==> src/sv/frcd_pkg.sv <==
// Package for the fractional row clock divider.
// Holds field widths, the controller state type and the command and status structs.
// No dependencies.
package frcd_pkg;

    localparam int unsigned TprW   = 8;
    localparam int unsigned RegW   = 8;
    localparam int unsigned RowsW  = 8;
    localparam int unsigned AccW   = 17;
    localparam int unsigned ProdW  = AccW + TprW;
    localparam int unsigned ThrW   = RegW + TprW;
    localparam int unsigned CfgIdxW = 1;

    localparam logic [CfgIdxW-1:0] CFG_NUMERATOR   = 1'b0;
    localparam logic [CfgIdxW-1:0] CFG_DENOMINATOR = 1'b1;

    typedef enum logic [2:0] {
        ST_IDLE,
        ST_CHECK,
        ST_RSC_START,
        ST_RSC_WAIT,
        ST_RECORD,
        ST_ROW_START,
        ST_ROW_WAIT,
        ST_OUT
    } t_state;

    typedef struct packed {
        logic load_in;
        logic rsc_mul;
        logic rsc_wr;
        logic record;
        logic start_set;
        logic zero_res;
        logic row_mul;
        logic div_start;
        logic row_wr;
        logic out_load;
    } t_cmd;

    typedef struct packed {
        logic disabled;
        logic need_rescale;
        logic started;
        logic div_busy;
        logic div_done;
    } t_sts;

endpackage

==> src/sv/frcd_div.sv <==
// Iterative restoring divider, two quotient bits per cycle.
// Generic widths; used by the fractional row clock divider datapath. No dependencies.
module frcd_div #(
    parameter int unsigned DVD_W = 25,
    parameter int unsigned DVS_W = 16
) (
    input  logic                         i_clk,
    input  logic                         i_rst_n,
    input  logic                         i_start,
    input  logic [DVD_W-1:0]             i_dividend,
    input  logic [DVS_W-1:0]             i_divisor,
    output logic [2*((DVD_W+1)/2)-1:0]   o_quotient,
    output logic [DVS_W-1:0]             o_remainder,
    output logic                         o_busy,
    output logic                         o_done
);

    localparam int unsigned Steps = (DVD_W + 1) / 2;
    localparam int unsigned PadW  = 2 * Steps;
    localparam int unsigned CntW  = (Steps > 1) ? $clog2(Steps) : 1;

    logic [PadW-1:0]  r_dvd, n_dvd;
    logic [DVS_W-1:0] r_rem, n_rem;
    logic [DVS_W-1:0] r_dvs;
    logic [CntW-1:0]  r_cnt;
    logic             r_busy;
    logic             r_done;

    // Two dependent shift-compare-subtract steps; the quotient bits shift into the
    // dividend register as its bits move out into the remainder.
    always_comb begin
        logic [DVS_W:0] v_trial;
        n_dvd = r_dvd;
        n_rem = r_rem;
        for (int i = 0; i < 2; i++) begin
            v_trial = {n_rem, n_dvd[PadW-1]};
            n_dvd   = {n_dvd[PadW-2:0], 1'b0};
            if (v_trial >= {1'b0, r_dvs}) begin
                v_trial  = v_trial - {1'b0, r_dvs};
                n_dvd[0] = 1'b1;
            end
            n_rem = v_trial[DVS_W-1:0];
        end
    end

    always_ff @(posedge i_clk) begin
        if (!i_rst_n) begin
            r_busy <= 1'b0;
            r_done <= 1'b0;
            r_cnt  <= '0;
        end else begin
            r_done <= 1'b0;
            if (i_start) begin
                r_busy <= 1'b1;
                r_cnt  <= CntW'(Steps - 1);
            end else if (r_busy) begin
                r_cnt <= r_cnt - CntW'(1);
                if (r_cnt == '0) begin
                    r_busy <= 1'b0;
                    r_done <= 1'b1;
                end
            end
        end
    end

    always_ff @(posedge i_clk) begin
        if (i_start) begin
            r_dvd <= PadW'(i_dividend);
            r_rem <= '0;
            r_dvs <= i_divisor;
        end else if (r_busy) begin
            r_dvd <= n_dvd;
            r_rem <= n_rem;
        end
    end

    assign o_quotient  = r_dvd;
    assign o_remainder = r_rem;
    assign o_busy      = r_busy;
    assign o_done      = r_done;

    a_done_idle: assert property (@(posedge i_clk) disable iff (!i_rst_n)
        r_done |-> !r_busy)
        else $error("divider reports done while still busy");

    a_done_after_last: assert property (@(posedge i_clk) disable iff (!i_rst_n)
        r_busy && !i_start && r_cnt == '0 |=> r_done)
        else $error("divider missed its done pulse");

endmodule

==> src/sv/frcd_dp.sv <==
// Datapath of the fractional row clock divider: configuration registers, phase state,
// multiplies, the shared divider and the result register. Uses frcd_pkg and frcd_div.
module frcd_dp (
    input  logic                          i_clk,
    input  logic                          i_rst_n,
    input  logic                          i_cfg_we,
    input  logic [frcd_pkg::CfgIdxW-1:0]  i_cfg_idx,
    input  logic [frcd_pkg::RegW-1:0]     i_cfg_data,
    input  logic [frcd_pkg::TprW-1:0]     i_tpr,
    input  frcd_pkg::t_cmd                i_cmd,
    output frcd_pkg::t_sts                o_sts,
    output logic [frcd_pkg::RowsW-1:0]    o_rows
);
    import frcd_pkg::*;

    localparam int unsigned QuoW = 2 * ((ProdW + 1) / 2);

    logic [RegW-1:0]  r_num;
    logic [RegW-1:0]  r_den;
    logic [AccW-1:0]  r_acc, n_acc;
    logic [TprW-1:0]  r_prev;
    logic             r_started;
    logic [TprW-1:0]  r_tpr;
    logic [ProdW-1:0] r_prod;
    logic [ThrW-1:0]  r_dvs;
    logic [RowsW-1:0] r_res;
    logic [RowsW-1:0] r_out;

    logic [QuoW-1:0]  w_quo;
    logic [ThrW-1:0]  w_rem;
    logic             w_busy;
    logic             w_done;

    frcd_div #(
        .DVD_W (ProdW),
        .DVS_W (ThrW)
    ) u_div (
        .i_clk       (i_clk),
        .i_rst_n     (i_rst_n),
        .i_start     (i_cmd.div_start),
        .i_dividend  (r_prod),
        .i_divisor   (r_dvs),
        .o_quotient  (w_quo),
        .o_remainder (w_rem),
        .o_busy      (w_busy),
        .o_done      (w_done)
    );

    // The rescaled phase saturates at the largest accumulator value.
    always_comb begin
        n_acc = r_acc;
        if (i_cmd.rsc_wr) begin
            n_acc = (|w_quo[QuoW-1:AccW]) ? {AccW{1'b1}} : w_quo[AccW-1:0];
        end else if (i_cmd.row_wr) begin
            n_acc = AccW'(w_rem);
        end
    end

    always_ff @(posedge i_clk) begin
        if (!i_rst_n) begin
            r_num     <= RegW'(1);
            r_den     <= RegW'(1);
            r_acc     <= '0;
            r_prev    <= '0;
            r_started <= 1'b0;
        end else begin
            if (i_cfg_we) begin
                case (i_cfg_idx)
                    CFG_NUMERATOR:   r_num <= i_cfg_data;
                    CFG_DENOMINATOR: r_den <= i_cfg_data;
                    default: ;
                endcase
            end
            r_acc <= n_acc;
            if (i_cmd.record) begin
                r_prev <= r_tpr;
            end
            if (i_cmd.start_set) begin
                r_started <= 1'b1;
            end
        end
    end

    always_ff @(posedge i_clk) begin
        if (i_cmd.load_in) begin
            r_tpr <= (i_tpr == '0) ? TprW'(1) : i_tpr;
        end
        if (i_cmd.rsc_mul) begin
            r_prod <= ProdW'(r_acc) * ProdW'(r_tpr);
            r_dvs  <= ThrW'(r_prev);
        end else if (i_cmd.row_mul) begin
            r_prod <= ProdW'({1'b0, r_acc} + {{(AccW+1-RegW){1'b0}}, r_num});
            r_dvs  <= ThrW'(r_den) * ThrW'(r_tpr);
        end
        if (i_cmd.zero_res) begin
            r_res <= '0;
        end else if (i_cmd.row_wr) begin
            r_res <= (|w_quo[QuoW-1:RowsW]) ? {RowsW{1'b1}} : w_quo[RowsW-1:0];
        end
        if (i_cmd.out_load) begin
            r_out <= r_res;
        end
    end

    assign o_sts.disabled     = (r_num == '0) || (r_den == '0);
    assign o_sts.need_rescale = (r_prev != '0) && (r_prev != r_tpr);
    assign o_sts.started      = r_started;
    assign o_sts.div_busy     = w_busy;
    assign o_sts.div_done     = w_done;
    assign o_rows             = r_out;

    a_acc_below_thr: assert property (@(posedge i_clk) disable iff (!i_rst_n)
        i_cmd.row_wr |=> ({1'b0, r_acc} < {2'b0, r_dvs}))
        else $error("phase left at or above the row threshold");

    a_prev_set: assert property (@(posedge i_clk) disable iff (!i_rst_n)
        i_cmd.record |=> (r_prev != '0))
        else $error("recorded ticks per row is zero");

endmodule

==> src/sv/frcd_ctrl.sv <==
// Controller of the fractional row clock divider: sequences one item through the
// datapath and owns the handshakes. Uses frcd_pkg.
module frcd_ctrl (
    input  logic            i_clk,
    input  logic            i_rst_n,
    input  logic            i_in_valid,
    output logic            o_in_ready,
    output logic            o_out_valid,
    input  logic            i_out_ready,
    input  frcd_pkg::t_sts  i_sts,
    output frcd_pkg::t_cmd  o_cmd
);
    import frcd_pkg::*;

    t_state r_state, n_state;
    logic   r_out_valid, n_out_valid;

    always_ff @(posedge i_clk) begin
        if (!i_rst_n) begin
            r_state     <= ST_IDLE;
            r_out_valid <= 1'b0;
        end else begin
            r_state     <= n_state;
            r_out_valid <= n_out_valid;
        end
    end

    always_comb begin
        n_state = r_state;
        o_cmd   = '0;
        case (r_state)
            ST_IDLE: begin
                if (i_in_valid) begin
                    o_cmd.load_in = 1'b1;
                    n_state       = ST_CHECK;
                end
            end
            ST_CHECK: begin
                if (i_sts.disabled) begin
                    o_cmd.zero_res = 1'b1;
                    n_state        = ST_OUT;
                end else if (i_sts.need_rescale) begin
                    o_cmd.rsc_mul = 1'b1;
                    n_state       = ST_RSC_START;
                end else begin
                    n_state = ST_RECORD;
                end
            end
            ST_RSC_START: begin
                o_cmd.div_start = 1'b1;
                n_state         = ST_RSC_WAIT;
            end
            ST_RSC_WAIT: begin
                if (i_sts.div_done) begin
                    o_cmd.rsc_wr = 1'b1;
                    n_state      = ST_RECORD;
                end
            end
            ST_RECORD: begin
                o_cmd.record = 1'b1;
                // The first counting tick only records the row length.
                if (!i_sts.started) begin
                    o_cmd.start_set = 1'b1;
                    o_cmd.zero_res  = 1'b1;
                    n_state         = ST_OUT;
                end else begin
                    o_cmd.row_mul = 1'b1;
                    n_state       = ST_ROW_START;
                end
            end
            ST_ROW_START: begin
                o_cmd.div_start = 1'b1;
                n_state         = ST_ROW_WAIT;
            end
            ST_ROW_WAIT: begin
                if (i_sts.div_done) begin
                    o_cmd.row_wr = 1'b1;
                    n_state      = ST_OUT;
                end
            end
            ST_OUT: begin
                if (!r_out_valid || i_out_ready) begin
                    o_cmd.out_load = 1'b1;
                    n_state        = ST_IDLE;
                end
            end
            default: begin
                n_state = ST_IDLE;
            end
        endcase
    end

    always_comb begin
        n_out_valid = r_out_valid;
        if (o_cmd.out_load) begin
            n_out_valid = 1'b1;
        end else if (i_out_ready) begin
            n_out_valid = 1'b0;
        end
    end

    assign o_in_ready  = (r_state == ST_IDLE);
    assign o_out_valid = r_out_valid;

    a_start_when_free: assert property (@(posedge i_clk) disable iff (!i_rst_n)
        o_cmd.div_start |-> !i_sts.div_busy)
        else $error("divider started while busy");

    a_load_into_free: assert property (@(posedge i_clk) disable iff (!i_rst_n)
        o_cmd.out_load |-> (!r_out_valid || i_out_ready))
        else $error("result overwritten before it was taken");

endmodule

==> src/sv/fractional_row_clock_divider.sv <==
// Top level of the fractional row clock divider.
// Joins controller frcd_ctrl and datapath frcd_dp; uses frcd_pkg.
//
// Each input item on the s_axis channel is one sequencer tick carrying the
// current ticks per row. For every item exactly one result item leaves on the
// m_axis channel with the number of row boundaries crossed on that tick.
// The configuration port writes the rate numerator (index 0) and the rate
// denominator (index 1); write only while the block is idle.
//
// The shared divider produces two quotient bits per cycle and runs once for
// the phase rescale, only when the row length changes, and once for the row
// count, not when counting is disabled or on the first tick. One item is in
// work at a time; the next item can be accepted once the previous one has
// reached the output register. Reset restores numerator and denominator to 1,
// clears the phase and forgets the recorded row length. If the receiver
// stalls, the result holds in the output register; the next item may still be
// taken and worked on, and then waits until that register is free.
module fractional_row_clock_divider (
    input  logic                          i_clk,
    input  logic                          i_rst_n,
    input  logic                          i_cfg_we,
    input  logic [frcd_pkg::CfgIdxW-1:0]  i_cfg_idx,
    input  logic [frcd_pkg::RegW-1:0]     i_cfg_data,
    input  logic                          s_axis_tvalid,
    output logic                          s_axis_tready,
    input  logic [7:0]                    s_axis_tdata,   // [7:0] ticks_per_row
    output logic                          m_axis_tvalid,
    input  logic                          m_axis_tready,
    output logic [7:0]                    m_axis_tdata    // [7:0] rows_advanced
);
    import frcd_pkg::*;

    t_cmd w_cmd;
    t_sts w_sts;

    frcd_ctrl u_ctrl (
        .i_clk       (i_clk),
        .i_rst_n     (i_rst_n),
        .i_in_valid  (s_axis_tvalid),
        .o_in_ready  (s_axis_tready),
        .o_out_valid (m_axis_tvalid),
        .i_out_ready (m_axis_tready),
        .i_sts       (w_sts),
        .o_cmd       (w_cmd)
    );

    frcd_dp u_dp (
        .i_clk      (i_clk),
        .i_rst_n    (i_rst_n),
        .i_cfg_we   (i_cfg_we),
        .i_cfg_idx  (i_cfg_idx),
        .i_cfg_data (i_cfg_data),
        .i_tpr      (s_axis_tdata[TprW-1:0]),
        .i_cmd      (w_cmd),
        .o_sts      (w_sts),
        .o_rows     (m_axis_tdata[RowsW-1:0])
    );

endmodule
==> config.mk <==
export PLATFORM = sky130hd
export DESIGN_NAME = fractional_row_clock_divider
export DESIGN_NICKNAME = d
export VERILOG_FILES = /design/src/sv/frcd_pkg.sv /design/src/sv/frcd_div.sv /design/src/sv/frcd_dp.sv /design/src/sv/frcd_ctrl.sv /design/src/sv/fractional_row_clock_divider.sv
export SDC_FILE = /design/constraint.sdc
export NUM_CORES = 1
export LEC_CHECK = 0
export ABC_AREA = 1
export BUFFER_PORTS_ARGS = -buffer_cell sky130_fd_sc_hd__buf_4
export CAP_MARGIN = 10
export CELL_PAD_IN_SITES_DETAIL_PLACEMENT = 1
export CELL_PAD_IN_SITES_GLOBAL_PLACEMENT = 2
export CORE_AREA = 5 5 205 207
export CTS_CLUSTER_SIZE = 10
export DETAILED_ROUTE_END_ITERATION = 10
export DIE_AREA = 0 0 210 212
export MAX_ROUTING_LAYER = met4
export PLACE_DENSITY = 0.84
export SETUP_SLACK_MARGIN = 0.2
export SYNTH_ARGS = -nofsm -noshare
export SYNTH_HDL_FRONTEND = slang
export SYNTH_SLANG_ARGS = --single-unit
export TNS_END_PERCENT = 1
==> constraint.sdc <==
create_clock -name i_clk -period 13.2 [get_ports i_clk]
set_clock_uncertainty 0.1 [all_clocks]
set_input_delay 0.66 -clock i_clk [delete_from_list [all_inputs] [get_ports i_clk]]
set_output_delay 0.66 -clock i_clk [all_outputs]
set_load 0.05 [all_outputs]
==> results by group, run 1 <==
Outcome
  – Status: complete, no violations

Synth
  – Yosys top cell area share: 0.1641
  – Seq cells post-synth: 175
  – Distinct cells, synth: 51
  – Synth top cells by count: 612 x nand2_1, 440 x inv_1, 133 x nor2_1
  – Compound-Gate Fraction of Synth Area: 0.08774
  – Simple-gate share of the synthesized area: 0.2369
  – Ys async rst share: 0
  – Mapped Area: 16470 um2
  – Most frequent cell after synthesis: nand2_1
  – Synth area leaders: edfxtp_1 16%, fa_1 16%, nand2_1 14%
  – Seq/Total Area, Yosys: 0.2674
  – Post-synth EDFFs: 90
  – Largest family of logic cells by synthesized area: adder cells
  – Average footprint of a synthesized cell: 7.507 um2
  – Post-synthesis adder-cell area fraction: 0.2502
  – Synth Flop Type: edfxtp_1
  – Post-synthesis mux area share: 0
  – Xor/xnor cell area share of the yosys netlist: 0.03031
  – Largest area contributor in the netlist: edfxtp_1
  – Syn_nets: 2468
  – Mapped Cells: 2194
  – Yosys warns: 0

Finish
  – NumNets Final: 2438
  – Area delta synth->final: 7.057%
  – Ant. Diodes: 0
  – Proportion of layout cells with a drive suffix above 1: 0.06247

Clocking
  – Resize count post-CTS: 0
  – Clock buffer depth: 2
  – CTS tree: yes
  – Clock Latency Late Sink: 470 ps
  – Htree depth: 4
  – CTS Buf Count: 17
  – Post-CTS Setup Bufs: 0
  – Hold buffer count at cts: 0
  – Clk root buf: clkbuf_16
  – CTS sink cnt: 175
  – Clock Pin Slew Worst Setup and Hold Paths: 70 ps

Floorplanning
  – Vert. Die Dim: 212 um
  – Core footprint: 40180 um2
  – FP Rows: 74
  – Top Ports: 32
  – Die area: 44520 um2
  – Initial core utilization: 0.4099
  – Die W: 210 um

Worst hold path
  – Min-delay src: s_axis_tdata[1]
  – Min-Delay Path Class: primary input to flop

Place
  – GP Congestion: 0.8707
  – Port bufs: 31
  – Post-DP HPWL: 38260 um

Global route
  – Total Routing Usage GR: 0.2262
  – Total congestion overflow: 0
  – Largest net degree at the start of global routing: 46
  – Initial antenna violation count: 1
  – Vias in the first global route: 14529
  – First-pass GRT wire length: 78170 um

Timing
  – Hold_ws: 291.7 ps
  – Fin. Hold Viols: 0
  – Slew @ Worst Pin: 1168 ps
  – Final Setup Violations: 0
  – Slew HR: 0.2216
  – Fmax: 182.4 MHz
  – Post-layout min period: 5483 ps
  – Period utilisation layout: 0.4153
  – Fin Setup TNS: 0 ps
  – Max Slew Vio Count: 0
  – RSZ-0062 raised after global routing: false

Critical path
  – Critical path class: flop to flop
  – WP data required: 13310 ps
  – Worst flop-to-flop path startpoint: u_dp.r_tpr[7]
  – Worst Path Max Fanout: 27
  – Critical path arrival: 5590 ps
  – Crit. End Element: flop
  – CP Launch Type: flop
  – Worst setup path start: u_dp.r_tpr[7]

Pwr
  – PD cells: 171.4 nW/um2
  – Total Power: 0.003023 W
  – LEAKAGE: 9.301 nW
  – Max rail drop VDD: 0.00008811 V

Drt
  – Vias/cell: 5.073
  – Total Routed Length: 47370 um
  – 1st-iter DRT viols: 718
  – Vias: 13742
  – Wire length per cell: 17.49 um
  – Detail Route Antenna Nets: 0
  – 1st-pass router iterations: 5
  – Remaining DRCs: 0

Run
  – Max cap viols: 0
==> area by class of cell <==
| class | count | area (um2) |
|---|---|---|
| Tap cell | 532 | 665.6 |
| Clock inverter | 15 | 183.9 |
| Timing Repair Buffer | 40 | 300.3 |
| Multi-Input combinational cell | 1481 | 9968 |
| Clock buffer | 17 | 425.4 |
| Fill cell | 5028 | 22550 |
| Inverter | 449 | 1685 |
| Sequential cell | 175 | 4404 |
==> worst paths after layout <==
check / endpoint / slack, ps / cells past startpoint
max: u_dp.r_prod[19] / 7720 / 18
min: u_dp.r_tpr[1] / 290 / 1
max reg2reg: u_dp.r_prod[19] / 7720 / 18
min reg2reg: u_dp.u_div.r_dvs[7] / 320 / 0
==> layout by cell type, fill, tap and decap left out, drive strengths merged <==
cell	Yosys	final
a21boi	3	3
nand3	96	96
nand4	13	13
o21ai	101	101
clkinv	1	7
clkinvlp	0	2
and2	1	1
fa	129	129
a21o	9	9
a31oi	9	9
clkbuf	45	17
nand3b	4	4
or2	3	3
dfxtp	85	85
nor2	142	142
o2111ai	2	2
o21bai	4	4
nor3	18	18
o22ai	4	4
nor4	11	11
a21oi	105	105
o21a	3	3
a211oi	1	1
o211ai	4	4
ha	123	123
buf	44	40
xor2	30	30
nand2	627	627
xnor2	27	27
o221ai	12	12
edfxtp	90	90
inv	448	455
==> power by group <==
group / switching, W / internal (W)
combinational: 0.00108 / 0.000514
sequential: 0.000137 / 0.000776
clock: 0.000261 / 0.000257
==> stage by stage <==
stage / cells / setup slack (ps) / cell area [um2] / util
floorplan: 2194 / 8405 / 16470 / -
global placement: 2677 / 7824 / 17020 / 0.4237
detailed placement: 2677 / 7703 / 17020 / 0.4237
CTS: 2709 / 7696 / 17630 / 0.4388
global route: 2709 / 7330 / 17630 / 0.4388
finish: 2709 / 7717 / 17630 / 0.4388
==> worst max-delay path: stages (launching register included) <==
cell,delay [ps]
edfxtp_1,1020
nand2_1,180
fa_1,560
fa_1,550
inv_1,60
fa_1,530
inv_1,50
fa_1,520
inv_1,40
ha_1,380
nand2_1,110
nor3_1,290
a21oi_1,160
o21ai_0,310
nand2_1,90
nand2_1,100
nand2_1,50
nand2_1,70
nor2_1,50
==> sequential cells by signal, indices dropped and copies added (netlist names), 3 cells and up <==
| name | count |
|---|---|
| u_dp.r_den | 8 |
| u_dp.r_num | 8 |
| u_dp.r_acc | 17 |
| u_dp.u_div.r_dvs | 16 |
| u_ctrl.r_state | 3 |
| u_dp.o_rows | 8 |
| u_dp.u_div.r_cnt | 4 |
| u_dp.r_prod | 25 |
| u_dp.u_div.o_quotient | 26 |
| u_dp.r_tpr | 8 |
| u_dp.r_res | 8 |
| u_dp.r_dvs | 16 |
| u_dp.r_prev | 8 |
| u_dp.u_div.o_remainder | 16 |
==> logic make-up (layout without fill, tap and decap cells) <==
family                   after synthesis  in the layout
XOR/XNOR                              57             57
flip-flops                           175            175
AO/OA/AOI/OAI                        257            257
adder cells (fa/ha/maj)              252            252
buffers and inverters                538            521
AND/OR/NAND/NOR                      915            915
==> routing by layer <==
| layer | part of all wire | wire length, um | global-route usage | up-vias |
|---|---|---|---|---|
| li1 | - | - | - | 6726 |
| met1 | 0.47 | 22320 | 0.3028 | 6754 |
| met2 | 0.48 | 22610 | 0.3738 | 219 |
| met3 | 0.034 | 1629 | 0.02700 | 43 |
| met4 | 0.017 | 815 | 0.04838 | 0 |
| met5 | 0 | 0 | - | - |
No activity file was read; power rests on OpenSTA's default activity.
==> run 2, diff against run 1 <==
- CORE_AREA: 5 5 205 207 -> 5 5 223 225
- DIE_AREA: 0 0 210 212 -> 0 0 228 230
- PLACE_DENSITY: 0.84 -> 0.75
- clock period: 13.2 -> 4.7 ns (I/O delays scaled with it)
==> run 2 against run 1 <==
Die area increased by 18%. Worst hold slack worse by 230 ps. Flip-flop and latch count unchanged. Critical endpoint is now u_dp.r_prod[22].
==> results by group, run 2 (synthesis results as in run 1) <==
Outcome
  – Status: complete, no violations

Timing
  – Slew @ Worst Pin: 1136 ps
  – Fin. Hold Viols: 0
  – RSZ-0062 raised after global routing: true
  – Fmax: 219.2 MHz
  – Fin Setup TNS: 0 ps
  – Slew HR: 0.2421
  – Max Slew Vio Count: 0
  – Hold_ws: 60.19 ps
  – Period utilisation layout: 0.9707
  – Post-layout min period: 4562 ps
  – Final Setup Violations: 0

Clocking
  – CTS tree: yes
  – Clock Latency Late Sink: 480 ps
  – Clk root buf: clkbuf_16
  – CTS sink cnt: 175
  – Clock buffer depth: 2
  – CTS Buf Count: 17
  – Htree depth: 4
  – Clock Pin Slew Worst Setup and Hold Paths: 90 ps

Drt
  – 1st-iter DRT viols: 666
  – Vias: 14236
  – Met3 WL: 1565 um
  – Met2 wire len: 24540 um
  – Remaining DRCs: 0
  – Highest metal used: met4
  – Vias/cell: 4.902
  – Wire length per cell: 18.37 um
  – Total Routed Length: 53340 um
  – M1 WL: 26040 um
  – 1st-pass router iterations: 4
  – Detail Route Antenna Nets: 0

Place
  – Post-DP HPWL: 42570 um
  – Port bufs: 31
  – Placed Area: 17880 um2
  – Cells after DPL: 2841
  – GP Congestion: 0.8637

Floorplanning
  – Die area: 52440 um2
  – Initial core utilization: 0.3479
  – FP Rows: 80
  – Top Ports: 32
  – Vert. Die Dim: 230 um
  – Die W: 228 um
  – Core footprint: 47350 um2

Finish
  – Final Cell Area: 19600 um2
  – Most common cell after layout, fill and taps aside: nand2_1
  – # fillers: 5724
  – Most frequent cells in the layout: 582 x nand2_1, 419 x inv_1, 123 x fa_1
  – NumNets Final: 2550
  – Ant. Diodes: 0
  – Final std cells w/o fill: 2904
  – Number of flip-flops in the largest register: 26
  – Proportion of layout cells with a drive suffix above 1: 0.1616
  – Area delta synth->final: 18.97%

Critical path
  – Worst path top cell family by delay: adder cells
  – CP peak stage delay: 550 ps
  – CP Launch Type: flop
  – Worst Path Max Fanout: 7
  – CP Cell Sequence: buf_12 > buf_4 > nand2_1 > inv_1 > fa_1 > fa_2 > fa_1 > inv_1 > fa_2 > inv_1 > ha_4 > buf_4 > nand2_2 > nor4_4 > nand4_1 > nand3_2 > nand2_1 > nand2_1 > nor2_1
  – Critical path class: flop to flop
  – Crit path buf inv count: 6
  – Max stage delay cell, worst path: fa_2
  – Crit. End Element: flop
  – Critical path arrival: 4700 ps
  – WP data required: 4840 ps

Pwr
  – LEAKAGE: 10.07 nW
  – Internal power: 0.004662 W
  – Max rail drop VDD: 0.0002576 V
  – Switching share of power: 0.4829
  – Sw Pwr: 0.004353 W
  – PD cells: 460.0 nW/um2
  – Share of power burned in registers: 0.276
  – Clk pwr share: 0.166
  – Comb pwr share: 0.558

Worst hold path
  – Min-Delay Path Class: primary input to flop

Global route
  – Total congestion overflow: 0
  – Initial antenna violation count: 0
  – Largest net degree at the start of global routing: 45
  – First-pass GRT wire length: 86170 um
  – Total Routing Usage GR: 0.2134
  – Vias in the first global route: 15617

Run
  – Max cap viols: 0
-- run 2: changes by cell type in the layout (fill, tap and decap cells not counted), sizes merged --
cell,previous run,this run
bufinv,0,1
clkbuf,17,20
dlygate4sd3,0,17
buf,40,135
clkinvlp,2,1
clkinv,7,4
-- run 2: power groups by stage --
stage / Sequential (W) / Clock [W] / Combinational (W)
6_report: 0.00249 / 0.00150 / 0.00503
5_1_grt: 0.00253 / 0.00160 / 0.00563
4_1_cts: 0.00249 / 0.00153 / 0.00493
3_5_place_dp: 0.00252 / 0 / 0.00480
3_3_place_gp: 0.00250 / 0 / 0.00471
2_1_floorplan: 0.00237 / 0 / 0.00349
-- run 2: path summary, 6_finish.rpt --
| path | startpoint | to | slack, ps | cells past startpoint |
|---|---|---|---|---|
| worst max-delay path | u_dp.r_tpr[2] | u_dp.r_prod[22] | 140 | 19 |
| worst min-delay path | s_axis_tvalid | u_ctrl.r_state[1] | 60 | 5 |
| worst max register to register | u_dp.r_tpr[2] | u_dp.r_prod[22] | 140 | 19 |
| worst min register to register | u_dp.r_dvs[7] | u_dp.u_div.r_dvs[7] | 330 | 0 |
-- run 2: routing by layer --
metal / vias up / GRT usage
met5: - / -
met4: 0 / 0.06466
met3: 63 / 0.02702
met2: 192 / 0.3403
met1: 7049 / 0.2865
li1: 6932 / -
-- run 2: worst register-to-register path, cell delays in order (launching register included) --
cell      delay, ps
edfxtp_1        420
buf_12          160
buf_4           140
nand2_1          60
inv_1            50
fa_1            540
fa_2            440
fa_1            490
inv_1            60
fa_2            550
inv_1            60
ha_4            300
buf_4           160
nand2_2         110
nor4_4          190
nand4_1         200
nand3_2         130
nand2_1          50
nand2_1          60
nor2_1           50
-- run 2: cell type report --
cell class,count,area [um2],area share
Clock buffer,20,446.7,0.02280
Clock inverter,12,143.9,0.007343
Inverter,449,1692,0.08633
Multi-Input combinational cell,1481,10740,0.5479
Sequential cell,175,4410,0.2251
Tap cell,615,769.5,0.03927
Timing Repair Buffer,152,1398,0.07132
-- run 2: per-stage QoR --
step / worst slack (ps) / power, W / util
after floorplan: 156.7 / 0.005857 / -
after global placement: -45.98 / 0.007215 / 0.3776
after detailed placement: -48.67 / 0.007322 / 0.3776
final: 137.5 / 0.009014 / 0.4139
after global routing: -31.68 / 0.009757 / 0.4139
after CTS: 157.5 / 0.008953 / 0.4064
-- run 2: timing repair --
action                     in CTS  in global routing
buffers inserted               12                  1
cloned                          1                  0
hold endpoints to repair       21                  0
setup endpoints to repair      20                 43
hold buffers                   17                  0
resized for setup             106                 97
pin swaps                      57                 69
==> run 3, diff against run 2 <==
--- a/config.mk
+++ b/config.mk
@@ -21,3 +21,3 @@
 export SYNTH_HDL_FRONTEND = slang
 export SYNTH_SLANG_ARGS = --single-unit
-export TNS_END_PERCENT = 1
+export TNS_END_PERCENT = 30
==> constraint.sdc (replaced) <==
create_clock -name i_clk -period 4.7 [get_ports i_clk]
set_clock_uncertainty 0.1 [all_clocks]
set_input_delay 0.94 -clock i_clk [delete_from_list [all_inputs] [get_ports i_clk]]
set_output_delay 0.94 -clock i_clk [all_outputs]
set_load 0.05 [all_outputs]
==> run 3 against run 2 <==
Global-route usage shrank 1.1 points. Utilization shrank 1.8 points. Fmax shrank 2.3%. Cell area shrank 4.2%. First-iteration DRC count shrank 2.3%. Wire length shrank 4.0%. Die area is the same. Clock power shrank 7%. Worst hold slack gained 260 ps. Worst setup slack lost 110 ps. Critical path type unchanged. Highest routed layer unchanged.
==> results by group, run 3 (synthesis results as in run 1) <==
Finish
  – Proportion of layout cells with a drive suffix above 1: 0.1273
  – Ant. Diodes: 0
  – NumNets Final: 2516
  – # fillers: 5767
  – Number of flip-flops in the largest register: 26
  – Most common cell after layout, fill and taps aside: nand2_1
  – Most frequent cells in the layout: 601 x nand2_1, 432 x inv_1, 128 x nor2_1, 128 x fa_1, 110 x ha_1
  – Final std cells w/o fill: 2870
  – Area delta synth->final: 13.92%
  – Final Cell Area: 18760 um2

Timing
  – Post-layout min period: 4672 ps
  – Max Slew Vio Count: 0
  – Hold_ws: 320.9 ps
  – Fmax: 214.1 MHz
  – Final Setup Violations: 0
  – Slew HR: 0.3030
  – Setup WS post-layout: 28.33 ps
  – Period utilisation layout: 0.9940
  – Fin. Hold Viols: 0
  – Slew @ Worst Pin: 1044 ps
  – RSZ-0062 raised after global routing: true

Critical path
  – Worst Path Max Fanout: 10
  – CP Cell Sequence: buf_4 > clkbuf_16 > nand2_1 > inv_1 > fa_1 > inv_1 > fa_1 > fa_1 > fa_1 > inv_1 > ha_2 > nand2_2 > nor4_2 > o21ai_1 > nand3_1 > nand2_1 > nand2_1 > nor2_1
  – Max stage delay cell, worst path: fa_1
  – CP Launch Type: flop
  – Crit. End Element: flop
  – WP data required: 4830 ps
  – CP peak stage delay: 540 ps
  – Critical path arrival: 4800 ps
  – Cell mode on critical path: fa_1
  – Critical path class: flop to flop

Drt
  – Remaining DRCs: 0
  – Vias: 13961
  – Total Routed Length: 51180 um
  – Detail Route Antenna Nets: 0
  – 1st-pass router iterations: 4
  – 1st-iter DRT viols: 651
  – Vias/cell: 4.864
  – Wire length per cell: 17.83 um

Outcome
  – Status: complete, no violations

Clocking
  – Clock buffer depth: 2
  – Htree depth: 4
  – Clock Latency Late Sink: 480 ps
  – CTS sink cnt: 175
  – Hold buffer count at cts: 0
  – Clk root buf: clkbuf_16
  – CTS Buf Count: 17
  – Clock Pin Slew Worst Setup and Hold Paths: 70 ps
  – CTS tree: yes

Place
  – Port bufs: 31
  – GP Congestion: 0.8852
  – Post-Place Worst Slack: -29.95 ps
  – Cells after DPL: 2833
  – Post-DP HPWL: 41800 um
  – Placed Area: 17840 um2

Floorplanning
  – Core footprint: 47350 um2
  – Die W: 228 um
  – Initial core utilization: 0.3479
  – Die area: 52440 um2
  – FP Rows: 80
  – Vert. Die Dim: 230 um
  – Top Ports: 32

Pwr
  – LEAKAGE: 9.735 nW
  – PD cells: 457.8 nW/um2
  – Max rail drop VDD: 0.0002864 V

Global route
  – Total congestion overflow: 0
  – Initial antenna violation count: 0
  – Total Routing Usage GR: 0.2028
  – Vias in the first global route: 14734
  – First-pass GRT wire length: 82180 um
  – Largest net degree at the start of global routing: 45

Run
  – Max cap viols: 0

Worst hold path
  – Min-Delay Path Class: flop to flop
-- run 3: metrics by stage --
step | setup TNS (ps) | total power (W) | utilization
3_3_place_gp | -36.36 | 0.007106 | 0.3769
5_1_grt | -989.3 | 0.009309 | 0.3963
3_5_place_dp | -39.40 | 0.007202 | 0.3769
4_1_cts | 0 | 0.008636 | 0.3921
6_report | 0 | 0.008590 | 0.3963
2_1_floorplan | 0 | 0.005857 | -
-- run 3: layout make-up --
class / instances / area, um2 / share of cell area
sequential: 175 / 4405 / 0.2348
tap: 615 / 769.5 / 0.04101
multi-input combinational: 1481 / 10310 / 0.5497
inverter: 449 / 1689 / 0.09002
timing repair buffer: 118 / 1032 / 0.05501
clock inverter: 15 / 127.6 / 0.006802
clock buffer: 17 / 425.4 / 0.02267
-- run 3: critical path: cells and delay by family (launching register included) --
family,cells,cell delay (ps)
AOI/OAI and AO/OA,1,160
and+or+nand+nor,7,810
adders and majority gates,5,2420
DFF,1,430
buffers and inverters,5,490
-- run 3: final timing paths --
kind	start	end	slack, ps	depth (start not counted)
worst min register to register	u_dp.r_dvs[5]	u_dp.u_div.r_dvs[5]	320	0
worst max-delay path	u_dp.r_tpr[5]	u_dp.r_prod[22]	30	18
worst min-delay path	u_dp.r_dvs[5]	u_dp.u_div.r_dvs[5]	320	0
worst max register to register	u_dp.r_tpr[5]	u_dp.r_prod[22]	30	18
-- run 3: report_power, final --
group,switching [W],internal [W],leakage (nW)
clock network,0.000698,0.000692,0.272
logic,0.00315,0.00157,7.93
registers,0.000308,0.00218,1.54
total,0.00415,0.00444,9.74
-- run 3: layer usage --
| layer | vias up | track usage | wire (um) |
|---|---|---|---|
| li1 | 6881 | - | - |
| met1 | 6858 | 0.2818 | 25590 |
| met2 | 187 | 0.3141 | 22970 |
| met3 | 35 | 0.02813 | 1580 |
| met4 | 0 | 0.05275 | 1030 |
| met5 | - | - | 0 |
-- run 3: what timing repair did --
| item | in CTS | in global routing |
|---|---|---|
| gates resized for setup | 36 | 49 |
| endpoints found under the setup margin | 21 | 42 |
| endpoints found under the hold margin | 0 | 0 |
| pin swaps | 13 | 9 |
| gates cloned | 0 | 1 |
| setup buffers | 1 | 3 |
